==> src/assert_macros.svh <==
`ifndef ASSERT_MACROS_SVH
`define ASSERT_MACROS_SVH

// same-cycle check
`define YRGB_ASSERT(lbl, ante, cons, msg) \
  lbl: assert property (@(posedge clk) disable iff (!rst_n) (ante) |-> (cons)) else $error(msg);

// next-cycle check
`define YRGB_ASSERT_NXT(lbl, ante, cons, msg) \
  lbl: assert property (@(posedge clk) disable iff (!rst_n) (ante) |=> (cons)) else $error(msg);

`endif

==> src/yrgb_pkg.sv <==
package yrgb_pkg;

  localparam int unsigned NUM_LANES = 6;
  localparam int unsigned NUM_TERMS = 3;
  localparam int unsigned TERM_W    = 20;

  localparam logic DIR_TO_RGB = 1'b0;
  localparam logic DIR_TO_YUV = 1'b1;

  localparam logic [2:0] BYTES_FWD = 3'd6;
  localparam logic [2:0] BYTES_REV = 3'd4;

  localparam logic signed [11:0] K_298 = 12'sd298;
  localparam logic signed [11:0] K_409 = 12'sd409;
  localparam logic signed [11:0] K_100 = 12'sd100;
  localparam logic signed [11:0] K_208 = 12'sd208;
  localparam logic signed [11:0] K_516 = 12'sd516;
  localparam logic signed [11:0] K_66  = 12'sd66;
  localparam logic signed [11:0] K_129 = 12'sd129;
  localparam logic signed [11:0] K_25  = 12'sd25;
  localparam logic signed [11:0] K_112 = 12'sd112;
  localparam logic signed [11:0] K_38  = 12'sd38;
  localparam logic signed [11:0] K_74  = 12'sd74;
  localparam logic signed [11:0] K_94  = 12'sd94;
  localparam logic signed [11:0] K_18  = 12'sd18;

  localparam logic signed [TERM_W-1:0] ROUND_BIAS = 20'sd128;

  localparam logic signed [12:0] OFS_NONE   = 13'sd0;
  localparam logic signed [12:0] OFS_LUMA   = 13'sd16;
  localparam logic signed [12:0] OFS_CHROMA = 13'sd128;

  typedef struct packed {
    logic en1;
    logic en2;
    logic en3;
  } yrgb_stage_en_t;

  function automatic logic signed [TERM_W-1:0] mul_k(input logic signed [9:0] x,
                                                     input logic signed [11:0] k);
    logic signed [TERM_W-1:0] p;
    p = x * k;
    return p;
  endfunction

  function automatic logic [7:0] sat8(input logic signed [12:0] v);
    logic [7:0] r;
    if (v < 13'sd0) begin
      r = 8'd0;
    end else if (v > 13'sd255) begin
      r = 8'd255;
    end else begin
      r = v[7:0];
    end
    return r;
  endfunction

endpackage

==> src/yuv422_rgb_color_convert_unit.sv <==
// BT.601 color conversion between packed UYVY 4:2:2 and RGB888, one pixel
// pair per word.
// Input stream in_*: six source bytes in in_tdata, end-of-image in in_tlast.
// Forward: U, Y0, V, Y1 (bytes 4 and 5 unused). Reverse: R0 G0 B0 R1 G1 B1.
// Output stream out_*: six result bytes plus a 3-bit byte count in
// out_tdata, in_tlast copied to out_tlast. Reverse mode gives U Y0 V Y1, 0, 0.
// cfg_we/cfg_wdata set the direction (0 to RGB, 1 to UYVY); change it only
// while the pipe is empty. Each word uses the direction current at its accept.
// A word passes through three register stages (products, sums, clamp) before
// out_tvalid rises. Throughput: one word per cycle while out_tready is high.
// A stall on out_tready holds the output word; bubbles in the pipe still
// fill, and in_tready drops only once all three stages hold words.
// Reset (rst_n low, synchronous) empties the pipe and sets direction to 0.
`include "assert_macros.svh"

module yuv422_rgb_color_convert_unit (
  input  logic        clk,
  input  logic        rst_n,
  input  logic        cfg_we,
  input  logic        cfg_wdata,      // direction
  input  logic        in_tvalid,
  output logic        in_tready,
  input  logic [47:0] in_tdata,       // src_byte0 .. src_byte5, 8 bits each
  input  logic        in_tlast,       // last_in
  output logic        out_tvalid,
  input  logic        out_tready,
  output logic [55:0] out_tdata,      // dst_byte0 .. dst_byte5, byte_count, 5'b0
  output logic        out_tlast       // last_out
);

  logic                     dir_r;
  logic                     s1_v_r, s2_v_r, s3_v_r;
  yrgb_pkg::yrgb_stage_en_t en;
  logic [7:0]               src_byte [6];
  logic [7:0]               dst_byte [6];
  logic [2:0]               byte_count;

  always_ff @(posedge clk) begin
    if (!rst_n) begin
      dir_r <= yrgb_pkg::DIR_TO_RGB;
    end else if (cfg_we) begin
      dir_r <= cfg_wdata;
    end
  end

  always_comb begin
    en.en3 = !s3_v_r || out_tready;
    en.en2 = !s2_v_r || en.en3;
    en.en1 = !s1_v_r || en.en2;
  end

  assign in_tready = en.en1;

  always_ff @(posedge clk) begin
    if (!rst_n) begin
      s1_v_r <= 1'b0;
      s2_v_r <= 1'b0;
      s3_v_r <= 1'b0;
    end else begin
      if (en.en1) begin
        s1_v_r <= in_tvalid;
      end
      if (en.en2) begin
        s2_v_r <= s1_v_r;
      end
      if (en.en3) begin
        s3_v_r <= s2_v_r;
      end
    end
  end

  always_comb begin
    for (int i = 0; i < 6; i++) begin
      src_byte[i] = in_tdata[8*i +: 8];
    end
  end

  yrgb_datapath u_datapath (
    .clk        (clk),
    .en         (en),
    .dir        (dir_r),
    .src_byte   (src_byte),
    .last_in    (in_tlast),
    .dst_byte   (dst_byte),
    .byte_count (byte_count),
    .last_out   (out_tlast)
  );

  assign out_tvalid = s3_v_r;
  assign out_tdata  = {5'b00000, byte_count, dst_byte[5], dst_byte[4], dst_byte[3],
                       dst_byte[2], dst_byte[1], dst_byte[0]};

  `YRGB_ASSERT(a_count_legal, out_tvalid,
               byte_count == yrgb_pkg::BYTES_FWD || byte_count == yrgb_pkg::BYTES_REV,
               "byte count not 4 or 6")
  `YRGB_ASSERT(a_rev_zero_tail, out_tvalid && byte_count == yrgb_pkg::BYTES_REV,
               out_tdata[47:32] == 16'd0, "reverse word has nonzero tail bytes")
  `YRGB_ASSERT(a_full_on_block, !in_tready,
               s1_v_r && s2_v_r && s3_v_r && !out_tready, "input blocked with room in pipe")
  `YRGB_ASSERT_NXT(a_accept_fills, in_tvalid && in_tready, s1_v_r,
                   "accepted word missing from first stage")

endmodule

==> src/yrgb_datapath.sv <==
module yrgb_datapath (
  input  logic                        clk,
  input  yrgb_pkg::yrgb_stage_en_t    en,
  input  logic                        dir,
  input  logic [7:0]                  src_byte [6],
  input  logic                        last_in,
  output logic [7:0]                  dst_byte [6],
  output logic [2:0]                  byte_count,
  output logic                        last_out
);

  logic signed [yrgb_pkg::TERM_W-1:0] s1_term_r   [6][3];
  logic signed [yrgb_pkg::TERM_W-1:0] s1_term_nxt [6][3];
  logic                               s1_dir_r;
  logic                               s1_last_r;

  logic signed [yrgb_pkg::TERM_W-1:0] s2_sum_r   [6];
  logic                               s2_dir_r;
  logic                               s2_last_r;

  logic [7:0]                         s3_byte_r   [6];
  logic [7:0]                         s3_byte_nxt [6];
  logic                               s3_dir_r;
  logic                               s3_last_r;

  logic signed [9:0] c0, c1, d, e;
  logic signed [9:0] r0, g0, b0, r1, g1, b1;
  logic signed [12:0] ofs [6];

  // stage 1: constant products
  always_comb begin
    c0 = $signed({2'b00, src_byte[1]}) - 10'sd16;
    c1 = $signed({2'b00, src_byte[3]}) - 10'sd16;
    d  = $signed({2'b00, src_byte[0]}) - 10'sd128;
    e  = $signed({2'b00, src_byte[2]}) - 10'sd128;
    r0 = $signed({2'b00, src_byte[0]});
    g0 = $signed({2'b00, src_byte[1]});
    b0 = $signed({2'b00, src_byte[2]});
    r1 = $signed({2'b00, src_byte[3]});
    g1 = $signed({2'b00, src_byte[4]});
    b1 = $signed({2'b00, src_byte[5]});
    for (int i = 0; i < 6; i++) begin
      for (int j = 0; j < 3; j++) begin
        s1_term_nxt[i][j] = '0;
      end
    end
    if (dir == yrgb_pkg::DIR_TO_RGB) begin
      s1_term_nxt[0][0] = yrgb_pkg::mul_k(c0, yrgb_pkg::K_298);
      s1_term_nxt[0][1] = yrgb_pkg::mul_k(e, yrgb_pkg::K_409);
      s1_term_nxt[1][0] = yrgb_pkg::mul_k(c0, yrgb_pkg::K_298);
      s1_term_nxt[1][1] = -yrgb_pkg::mul_k(d, yrgb_pkg::K_100);
      s1_term_nxt[1][2] = -yrgb_pkg::mul_k(e, yrgb_pkg::K_208);
      s1_term_nxt[2][0] = yrgb_pkg::mul_k(c0, yrgb_pkg::K_298);
      s1_term_nxt[2][1] = yrgb_pkg::mul_k(d, yrgb_pkg::K_516);
      s1_term_nxt[3][0] = yrgb_pkg::mul_k(c1, yrgb_pkg::K_298);
      s1_term_nxt[3][1] = yrgb_pkg::mul_k(e, yrgb_pkg::K_409);
      s1_term_nxt[4][0] = yrgb_pkg::mul_k(c1, yrgb_pkg::K_298);
      s1_term_nxt[4][1] = -yrgb_pkg::mul_k(d, yrgb_pkg::K_100);
      s1_term_nxt[4][2] = -yrgb_pkg::mul_k(e, yrgb_pkg::K_208);
      s1_term_nxt[5][0] = yrgb_pkg::mul_k(c1, yrgb_pkg::K_298);
      s1_term_nxt[5][1] = yrgb_pkg::mul_k(d, yrgb_pkg::K_516);
    end else begin
      s1_term_nxt[0][0] = -yrgb_pkg::mul_k(r0, yrgb_pkg::K_38);
      s1_term_nxt[0][1] = -yrgb_pkg::mul_k(g0, yrgb_pkg::K_74);
      s1_term_nxt[0][2] = yrgb_pkg::mul_k(b0, yrgb_pkg::K_112);
      s1_term_nxt[1][0] = yrgb_pkg::mul_k(r0, yrgb_pkg::K_66);
      s1_term_nxt[1][1] = yrgb_pkg::mul_k(g0, yrgb_pkg::K_129);
      s1_term_nxt[1][2] = yrgb_pkg::mul_k(b0, yrgb_pkg::K_25);
      s1_term_nxt[2][0] = yrgb_pkg::mul_k(r1, yrgb_pkg::K_112);
      s1_term_nxt[2][1] = -yrgb_pkg::mul_k(g1, yrgb_pkg::K_94);
      s1_term_nxt[2][2] = -yrgb_pkg::mul_k(b1, yrgb_pkg::K_18);
      s1_term_nxt[3][0] = yrgb_pkg::mul_k(r1, yrgb_pkg::K_66);
      s1_term_nxt[3][1] = yrgb_pkg::mul_k(g1, yrgb_pkg::K_129);
      s1_term_nxt[3][2] = yrgb_pkg::mul_k(b1, yrgb_pkg::K_25);
    end
  end

  always_ff @(posedge clk) begin
    if (en.en1) begin
      s1_term_r <= s1_term_nxt;
      s1_dir_r  <= dir;
      s1_last_r <= last_in;
    end
  end

  // stage 2: rounded sums
  always_ff @(posedge clk) begin
    if (en.en2) begin
      for (int i = 0; i < 6; i++) begin
        s2_sum_r[i] <= s1_term_r[i][0] + s1_term_r[i][1] + s1_term_r[i][2]
                       + yrgb_pkg::ROUND_BIAS;
      end
      s2_dir_r  <= s1_dir_r;
      s2_last_r <= s1_last_r;
    end
  end

  // stage 3: shift, offset, clamp
  always_comb begin
    if (s2_dir_r == yrgb_pkg::DIR_TO_RGB) begin
      for (int i = 0; i < 6; i++) begin
        ofs[i] = yrgb_pkg::OFS_NONE;
      end
    end else begin
      ofs[0] = yrgb_pkg::OFS_CHROMA;
      ofs[1] = yrgb_pkg::OFS_LUMA;
      ofs[2] = yrgb_pkg::OFS_CHROMA;
      ofs[3] = yrgb_pkg::OFS_LUMA;
      ofs[4] = yrgb_pkg::OFS_NONE;
      ofs[5] = yrgb_pkg::OFS_NONE;
    end
    for (int i = 0; i < 6; i++) begin
      s3_byte_nxt[i] = yrgb_pkg::sat8($signed({s2_sum_r[i][19], s2_sum_r[i][19:8]}) + ofs[i]);
    end
  end

  always_ff @(posedge clk) begin
    if (en.en3) begin
      s3_byte_r <= s3_byte_nxt;
      s3_dir_r  <= s2_dir_r;
      s3_last_r <= s2_last_r;
    end
  end

  assign dst_byte   = s3_byte_r;
  assign byte_count = (s3_dir_r == yrgb_pkg::DIR_TO_RGB) ? yrgb_pkg::BYTES_FWD
                                                         : yrgb_pkg::BYTES_REV;
  assign last_out   = s3_last_r;

endmodule
==> config.mk <==
export PLATFORM = sky130hd
export DESIGN_NAME = yuv422_rgb_color_convert_unit
export DESIGN_NICKNAME = d
export VERILOG_FILES = /design/src/yrgb_pkg.sv /design/src/yuv422_rgb_color_convert_unit.sv /design/src/yrgb_datapath.sv
export VERILOG_INCLUDE_DIRS = /design/src /design/src/src
export SDC_FILE = /design/constraint.sdc
export NUM_CORES = 1
export LEC_CHECK = 0
export ABC_AREA = 1
export BUFFER_PORTS_ARGS = -buffer_cell sky130_fd_sc_hd__buf_4
export CAP_MARGIN = 20
export CORE_MARGIN = 4
export CORE_UTILIZATION = 65
export CTS_CLUSTER_DIAMETER = 150
export DETAILED_ROUTE_END_ITERATION = 16
export PLACE_DENSITY = 0.83
export SLEW_MARGIN = 20
export SYNTH_ARGS = -nofsm -noshare
export SYNTH_HDL_FRONTEND = slang
export SYNTH_HIERARCHICAL = 1
export SYNTH_SLANG_ARGS = --single-unit
==> constraint.sdc <==
create_clock -name clk -period 8.5 [get_ports clk]
set_input_delay 0.85 -clock clk [delete_from_list [all_inputs] [get_ports clk]]
set_output_delay 0.85 -clock clk [all_outputs]
set_load 0.01 [all_outputs]
Yosys cells after proc, flatten, opt, wreduce, memory -nomap -nowiden:

Memories as Yosys holds them, arrays and structs flattened.
Index checks and enable logic that the tools add are counted.
W data, S select, Z words.

* multiplexer cells: 13
* multiply operators: 18
* order comparisons: 12
* reduce and logical (&&, ||, !) cells: 6
* add/subtract/negate cells: 33

Operators with widths (number)
* $add A20 B20 Y20: 11
* $add A20 B9 Y20 const B: 6
* $neg A20 Y20: 6
* $mux W100: 1
* $mux W40: 2
* $gt A13 B9 Y1 const B: 6
* $lt A13 B1 Y1 const B: 6
* $mux W73: 1
* $add A12 B13 Y13: 5
* $mul A8 B6 Y14 const B: 4
* $mul A9 B9 Y18 const B: 3
* $mux W8: 6
* $mul A8 B5 Y13 const B: 3
* $mul A8 B8 Y16 const B: 2
* $mul A8 B3 Y11 const B: 2
* $mul A9 B10 Y19 const B: 1
* $sub A8 B5 Y9 const B: 2
* $sub A8 B8 Y9 const B: 2
* $mul A9 B6 Y15 const B: 1
* $mul A9 B5 Y14 const B: 1
* $add A12 B9 Y13: 1
* $mul A8 B4 Y12 const B: 1
* $logic_not A1 Y1: 3
* $logic_or A1 B1 Y1: 3
* 2 further kinds: 3

* memory bits (writable): 120
* memories kept: 1
* bits in registers: 379
* word-level logic and storage cells: 122

Memories
* u_datapath.s2_sum_r: depth 6, bits a word 20, read ports 6, clocked after memory_dff 0, write ports 6, line yrgb_datapath.sv:17 `logic signed [yrgb_pkg::TERM_W-1:0] s2_sum_r [6];`

Logic depth before layout (Yosys ltp):

Gate-level depths: netlist (run 1).

* depth in word-level cells: 5
* gate-level depth with buffers: 24
* gate-level depth less buffers: 24

Modules after synthesis:

Netlist (run 1), hierarchy kept.

By module, submodules not included
* yrgb_datapath: times used 1, cells an instance 3882, area each 35038.6 sq um, seq. area each 11561.1 sq um
* yuv422_rgb_color_convert_unit: times used 1, cells an instance 24, area each 190.2 sq um, seq. area each 80.1 sq um

Worst setup path after synthesis (run 1):

No wires, ideal clock.

* path type: input-to-reg
* from: input port out_tready
* to: register u_datapath.s1_dir_r (enable)
* arrival time: 5.282 ns
* path buffers: 0
* library setup time: 2.096 ns
* cell stages on the path: 2
* slack: 1.123 ns
* required time: 6.404 ns
* cells stage by stage: inv_1 nand4_2

* cells in the longest elaborated chain, start to end: 3

RTL lines
* start, declared: line yuv422_rgb_color_convert_unit.sv:26 `input logic out_tready,`
* $logic_or A1 B1 Y1: line yuv422_rgb_color_convert_unit.sv:47 `en.en3 = !s3_v_r || out_tready;`
* $logic_or A1 B1 Y1: line yuv422_rgb_color_convert_unit.sv:48 `en.en2 = !s2_v_r || en.en3;`
* $logic_or A1 B1 Y1: line yuv422_rgb_color_convert_unit.sv:49 `en.en1 = !s1_v_r || en.en2;`
* net in_tready: line yuv422_rgb_color_convert_unit.sv:22 `output logic in_tready,`
* end signal, assigned: line yrgb_datapath.sv:81 `s1_dir_r <= dir;`
* end, declared: line yrgb_datapath.sv:14 `logic s1_dir_r;`

The timed path passes the listed nets, and every way through them passes these cells.
A chain may end at the register's enable or synchronous reset.

==> results of run 1 <==
[area by class of cell]
| class | instances | area, um2 |
|---|---|---|
| tap | 696 | 871 |
| sequential | 389 | 11600 |
| clock inverter | 29 | 364 |
| fill | 3958 | 15300 |
| inverter | 696 | 2610 |
| timing repair buffer | 114 | 868 |
| multi-input combinational | 2786 | 20800 |
| clock buffer | 49 | 1160 |
[how the worst max path moves through the flow]
stage	endpoint	slack, ps	cells past startpoint
5_1_grt	u_datapath/s1_term_r[293]	3090	17
3_3_place_gp	u_datapath/s1_term_r[293]	2940	17
4_1_cts	u_datapath/s1_term_r[293]	3430	17
3_5_place_dp	u_datapath/s1_term_r[293]	2890	17
2_1_floorplan	u_datapath/s1_dir_r	1120	2
6_report	u_datapath/s1_term_r[293]	3430	17
[cells by family after synthesis]
family | after synthesis
fa+ha+maj | 762
flops | 389
simple gates | 1279
other cells | 3
buf+inv | 735
xor+xnor | 150
compound gates | 588
[synthesized netlist by cell type (8+ instances only)]
cell / instances / area share
nor2_2: 12 / 0.0021
a21o_1: 15 / 0.0032
nor2_1: 252 / 0.027
xor2_1: 89 / 0.022
o21ai_0: 213 / 0.030
nand3_2: 9 / 0.0026
clkbuf_1: 19 / 0.0020
o21bai_1: 29 / 0.0062
fa_1: 174 / 0.099
a21oi_1: 254 / 0.036
xnor2_1: 58 / 0.014
nor3_1: 31 / 0.0044
buf_1: 9 / 0.00096
or2_2: 8 / 0.0014
o31ai_1: 9 / 0.0019
nand3_1: 165 / 0.023
inv_1: 688 / 0.073
edfxtp_1: 385 / 0.33
ha_1: 588 / 0.21
o21ai_1: 13 / 0.0018
nand3b_1: 12 / 0.0026
a21boi_0: 9 / 0.0019
nand2_1: 724 / 0.077
nand4_1: 45 / 0.0080
[metal layers]
layer | up-vias | global-route usage | wire length, um
met4 | 2 | 0.126 | 4310
met3 | 209 | 0.0434 | 7400
met1 | 13060 | 0.434 | 38200
met2 | 1082 | 0.534 | 43100
li1 | 13268 | - | -
met5 | - | 0 | 13
[layout by cell type (no fill, tap or decap), types with 12 or more instances in the layout]
cell	synthesis	final
nand3b_1	12	12
edfxtp_1	385	385
inv_1	688	688
buf_4	7	113
ha_1	588	588
nor3_1	31	31
nand4_1	45	45
o21bai_1	29	29
xor2_1	89	89
o21ai_0	213	213
nand3_1	165	164
a21oi_1	254	254
nand2_1	724	723
clkbuf_16	0	46
o21ai_1	13	13
xnor2_1	58	58
fa_1	174	174
nor2_2	12	12
nor2_1	252	252
a21o_1	15	15
[report_power, final]
part	internal (uW)	switching [uW]	total [uW]
logic	3070	5320	8390
registers	3250	457	3700
clock network	1210	830	2040
[stage by stage]
step | total power [uW] | instances
finish | 14100 | 4759
global route | 15300 | 4759
CTS | 14000 | 4759
detailed placement | 11800 | 4681
global placement | 11600 | 4681
floorplan | 9410 | 3910
==> flow_summary.json, run 1 <==
{
  "finalClockSkew_ps": 24.5,
  "synth-seq-cells": 389,
  "postCtsHoldBufs": 0,
  "hold_depth": 0,
  "timing.final.ws_setup_ps": 3430,
  "dpl-instance-area_um2": 36800,
  "top_register": "u_datapath/s1_term_r",
  "slowest_stage": "fa_1",
  "synth_cell_type_count": 54,
  "cts_tree": "yes",
  "fin_crit_sh": 0.597,
  "fmax_mhz": 197,
  "cts_setup_buffers": 0,
  "peakVddDrop_v": 0.000340,
  "gp_congestion": 0.984,
  "drt_iter0_drc": 2559,
  "drive_gt1_frac": 0.0598,
  "yosys_warnings": 6,
  "synth_top_family_by_area": "adder cells",
  "synth_cells": 3906,
  "grt.overflow.total": 0,
  "ys_async_sr_fraction": 0,
  "avgViaCountPerCell": 5.80,
  "htree_levels": 2,
  "antenna_found_initial": 3,
  "drtAntennaViolNets": 0,
  "fin_nets": 4849,
  "dp_hpwl_mm": 74.2,
  "crit_family": "adder cells",
  "die_x_um": 241,
  "insertion_delay_ps": 600,
  "clkSinkCount": 389,
  "synth_edf_count": 385,
  "grt_use_total": 0.322,
  "r2r-start": "dir_r",
  "first_global_vias": 26566,
  "status": "finished, final reports clean",
  "fp-row-count": 85,
  "crit_chain": "buf_4 -> inv_1 -> ha_1 -> nand3_1 -> inv_1 -> ha_1 -> ha_1 -> inv_1 -> fa_1 -> fa_1 -> inv_1 -> ha_1 -> a21oi_1 -> a21boi_0 -> o21ai_0 -> o21ai_0 -> o21ai_0",
  "wirelength_mm": 93.0,
  "cts_buffers": 45,
  "cts-resized-gates": 0,
  "syn_area_per_cell_um2": 9.02,
  "p_leak_uw": 0.0196,
  "synth.mux.area_fraction": 0,
  "wl_per_cell_um": 19.5,
  "grt_pass1_wl_mm": 145,
  "drcViolationCount": 0,
  "synth_flop_cell": "edfxtp_1",
  "finalSetupTns_ps": 0,
  "syn_area_um2": 35200,
  "synth-compound-area-share": 0.0918,
  "diodes": 0,
  "maxCapViolCount": 0,
  "ios": 114,
  "largest_reg_flops": 259,
  "area_growth_pct": 8.89,
  "cpPeakStageDelay_ps": 540,
  "r2r-end": "u_datapath/s1_term_r[78]",
  "worstSetupStartpointType": "primary input",
  "vias": 27621,
  "die-height_um": 241,
  "seq_area_frac_synth": 0.330,
  "clkTransAtPathRegs_ps": 60,
  "cp_data_required_time_ps": 8800,
  "synth-simple-area-share": 0.153,
  "yosys.area_share.adder": 0.308,
  "worstPathArrival_ps": 5370,
  "crit_start": "in_tdata[12]",
  "start_util": 0.656,
  "whs_ps": 422,
  "crit_path_end_kind": "register",
  "hp-start": "u_datapath/s2_last_r",
  "die_area_um2": 58000,
  "finalHoldViolCount": 0,
  "design_area_um2": 38400,
  "cts_root_buf": "clkbuf_16",
  "setup_viol": 0,
  "max_slew_margin": 0.298,
  "portBuffers": 106,
  "synth-xor-area-share": 0.0379,
  "dr.pass1.iters": 6,
  "clockBufferDepth": 3,
  "tightestPinTransition_ps": 1040,
  "place_ws_ps": 2890,
  "critical_path_class": "primary input to register",
  "crit_buf_inv": 5,
  "hold_class": "register to register",
  "power.density_nw_per_um2": 368,
  "drv_slew": 0,
  "rsz0062_at_grt": "false",
  "final_core_util": 0.714,
  "critPathMaxFanout": 9,
  "grt_start_max_net_pins": 139,
  "core_um2": 53700,
  "reg2regPathDepth": 4,
  "hold-path-endpoint": "u_datapath/last_out",
  "reg2reg_slack_ps": 5200,
  "period_needed_ps": 5070
}
No activity file was read; power rests on OpenSTA's default activity.
==> run 2: changes to the inputs <==
--- a/config.mk
+++ b/config.mk
@@ -6,14 +6,14 @@
 export SDC_FILE = /design/constraint.sdc
 export NUM_CORES = 1
 export LEC_CHECK = 0
-export ABC_AREA = 1
+export ABC_AREA = 0
 export BUFFER_PORTS_ARGS = -buffer_cell sky130_fd_sc_hd__buf_4
 export CAP_MARGIN = 20
 export CORE_MARGIN = 4
-export CORE_UTILIZATION = 65
+export CORE_UTILIZATION = 64
 export CTS_CLUSTER_DIAMETER = 150
 export DETAILED_ROUTE_END_ITERATION = 16
-export PLACE_DENSITY = 0.83
+export PLACE_DENSITY = 0.82
 export SLEW_MARGIN = 20
 export SYNTH_ARGS = -nofsm -noshare
 export SYNTH_HDL_FRONTEND = slang
==> constraint.sdc (replaced) <==
create_clock -name clk -period 5 [get_ports clk]
set_input_delay 0.5 -clock clk [delete_from_list [all_inputs] [get_ports clk]]
set_output_delay 0.5 -clock clk [all_outputs]
set_load 0.01 [all_outputs]
==> run 2 against run 1 <==
Effect of this change: sequential cell count stayed put; first-iteration DRC count is 25% lower; global-route usage is 2.1 points lower; highest routed layer unchanged.
==> flow_summary.json, run 2 <==
{
  "cts_buffers": 43,
  "clkSinkCount": 389,
  "fin_crit_sh": 0.903,
  "yosys.cell_count.top_type": "ha_1",
  "worstPathArrival_ps": 4880,
  "antenna_found_initial": 4,
  "fmax_mhz": 221,
  "dp_hpwl_mm": 65.1,
  "vias": 22863,
  "maxCapViolCount": 0,
  "core_um2": 50300,
  "drive_gt1_frac": 0.0885,
  "grt_use_total": 0.301,
  "power.density_nw_per_um2": 611,
  "reg2reg_slack_ps": 530,
  "peakVddDrop_v": 0.000424,
  "fin_nets": 3913,
  "first_global_vias": 23045,
  "worstSetupStartpointType": "primary input",
  "synth_edf_count": 385,
  "synth_top_area_cell": "edfxtp_1",
  "grt.overflow.total": 0,
  "syn_area_um2": 32600,
  "insertion_delay_ps": 590,
  "critical_path_class": "primary input to register",
  "netlist_top_cells_count": "588 x ha_1, 385 x edfxtp_1, 350 x inv_1",
  "reg2regPathDepth": 12,
  "grt_start_max_net_pins": 167,
  "cts_tree": "yes",
  "synth-seq-cells": 389,
  "start_util": 0.648,
  "ys_async_sr_fraction": 0,
  "max_slew_margin": 0.308,
  "top_register": "u_datapath/s1_term_r",
  "status": "finished, final reports clean",
  "cts_root_buf": "clkbuf_16",
  "whs_ps": 101,
  "finalClockSkew_ps": 21.5,
  "layout.cells.most_common_list": "588 x ha_1, 385 x edfxtp_1, 347 x inv_1",
  "yosys_warnings": 6,
  "seq_area_frac_synth": 0.357,
  "critPathMaxFanout": 4,
  "synth_cells": 2929,
  "portBuffers": 106,
  "grt_pass1_wl_mm": 126,
  "period_needed_ps": 4520,
  "cp_data_required_time_ps": 5370,
  "synth_flop_cell": "edfxtp_1",
  "tightestPinTransition_ps": 1040,
  "r2r-end": "u_datapath/s2_sum_r[4][18]",
  "cts_setup_buffers": 0,
  "rsz0062_at_grt": "false",
  "crit_start": "in_tdata[30]",
  "htree_levels": 2,
  "finalSetupTns_ps": 0,
  "power_uw": 22000,
  "avgViaCountPerCell": 6.01,
  "final_core_util": 0.716,
  "postCtsHoldBufs": 0,
  "drt_iter0_drc": 1914,
  "die-height_um": 234,
  "die_x_um": 234,
  "synth.area.top_cells": "edfxtp_1 35%, ha_1 23%, fa_1 11%",
  "hold_class": "primary input to register",
  "r2r-start": "u_datapath/s1_term_r[45]",
  "area_growth_pct": 10.5,
  "clockBufferDepth": 3,
  "clkTransAtPathRegs_ps": 60,
  "largest_reg_flops": 259,
  "wl_per_cell_um": 21.5,
  "yosysTopAreaCellShare": 0.355,
  "syn_area_per_cell_um2": 11.1,
  "crit_path_end_kind": "register",
  "cts-resized-gates": 0,
  "dr.pass1.iters": 8,
  "drv_slew": 0,
  "gp_congestion": 0.964,
  "ios": 114,
  "fp-row-count": 82,
  "drtAntennaViolNets": 0,
  "die_area_um2": 54600,
  "setup_viol": 0,
  "synth_cell_type_count": 77,
  "p_leak_uw": 0.0172,
  "wirelength_mm": 81.6,
  "finalHoldViolCount": 0,
  "hp-start": "in_tlast",
  "drcViolationCount": 0,
  "final_common_cell": "ha_1",
  "endpoint": "u_datapath/s1_term_r[56]"
}
==> run 2: layer usage <==
metal | share of wire | GRT usage
met1 | 0.41 | 0.403
met5 | 0.00018 | 0
met3 | 0.073 | 0.0391
met4 | 0.048 | 0.131
met2 | 0.47 | 0.494
==> run 2: layout make-up <==
class | instances | area [um2]
multi-input combinational | 2146 | 19500
fill | 3547 | 14300
sequential | 389 | 11600
inverter | 352 | 1330
timing repair buffer | 164 | 1280
clock buffer | 45 | 1080
tap | 672 | 841
clock inverter | 33 | 377
antenna | 1 | 2.50
==> run 2: worst min path at each step <==
stage / end / slack [ps] / depth (start not counted)
after CTS: u_datapath/s1_last_r / 80 / 1
after global routing: u_datapath/s1_last_r / 90 / 1
after global placement: u_datapath/last_out / 400 / 0
after detailed placement: u_datapath/s2_last_r / 410 / 0
final: u_datapath/s1_last_r / 100 / 1
after floorplan: u_datapath/last_out / 400 / 0
==> run 2: logic make-up (layout without fill, tap and decap cells) <==
| logic type | count (synthesis) | count (layout) | synth area share |
|---|---|---|---|
| multiplexers | 17 | 17 | 0.00553 |
| flip-flops | 389 | 389 | 0.357 |
| other | 3 | 8 | 0.000345 |
| AND/OR/NAND/NOR | 630 | 630 | 0.0923 |
| XOR/XNOR | 239 | 239 | 0.0642 |
| buffers and inverters | 398 | 594 | 0.0466 |
| AO/OA/AOI/OAI | 491 | 491 | 0.101 |
| adder cells (fa/ha/maj) | 762 | 762 | 0.333 |
==> run 2: critical path: stages <==
cell       delay (ps)
buf_4             110
inv_1             110
ha_1              160
inv_1              30
o21ai_0           280
clkinv_2          130
ha_1              350
ha_1              300
inv_1              70
fa_1              430
fa_1              550
inv_1              50
ha_1              280
o21ai_0           100
a21boi_0          250
o21ai_0           140
a21boi_0          260
o21ai_0           120
nand2b_1          170
a311oi_1          110
a2111oi_0         370
==> run 2: power breakdown <==
| group | switching, uW | total (uW) | internal (uW) |
|---|---|---|---|
| Clock | 1370 | 3280 | 1910 |
| Combinational | 7240 | 12500 | 5280 |
| Sequential | 692 | 6210 | 5510 |
==> run 2: per-stage QoR <==
stage / cell area (um2) / std cells / setup slack [ps]
6_report: 36000 / 3802 / 483
5_1_grt: 36000 / 3801 / 102
3_3_place_gp: 34500 / 3723 / 70.1
2_1_floorplan: 32600 / 2933 / -136
4_1_cts: 36000 / 3801 / 572
3_5_place_dp: 34500 / 3723 / -33.0
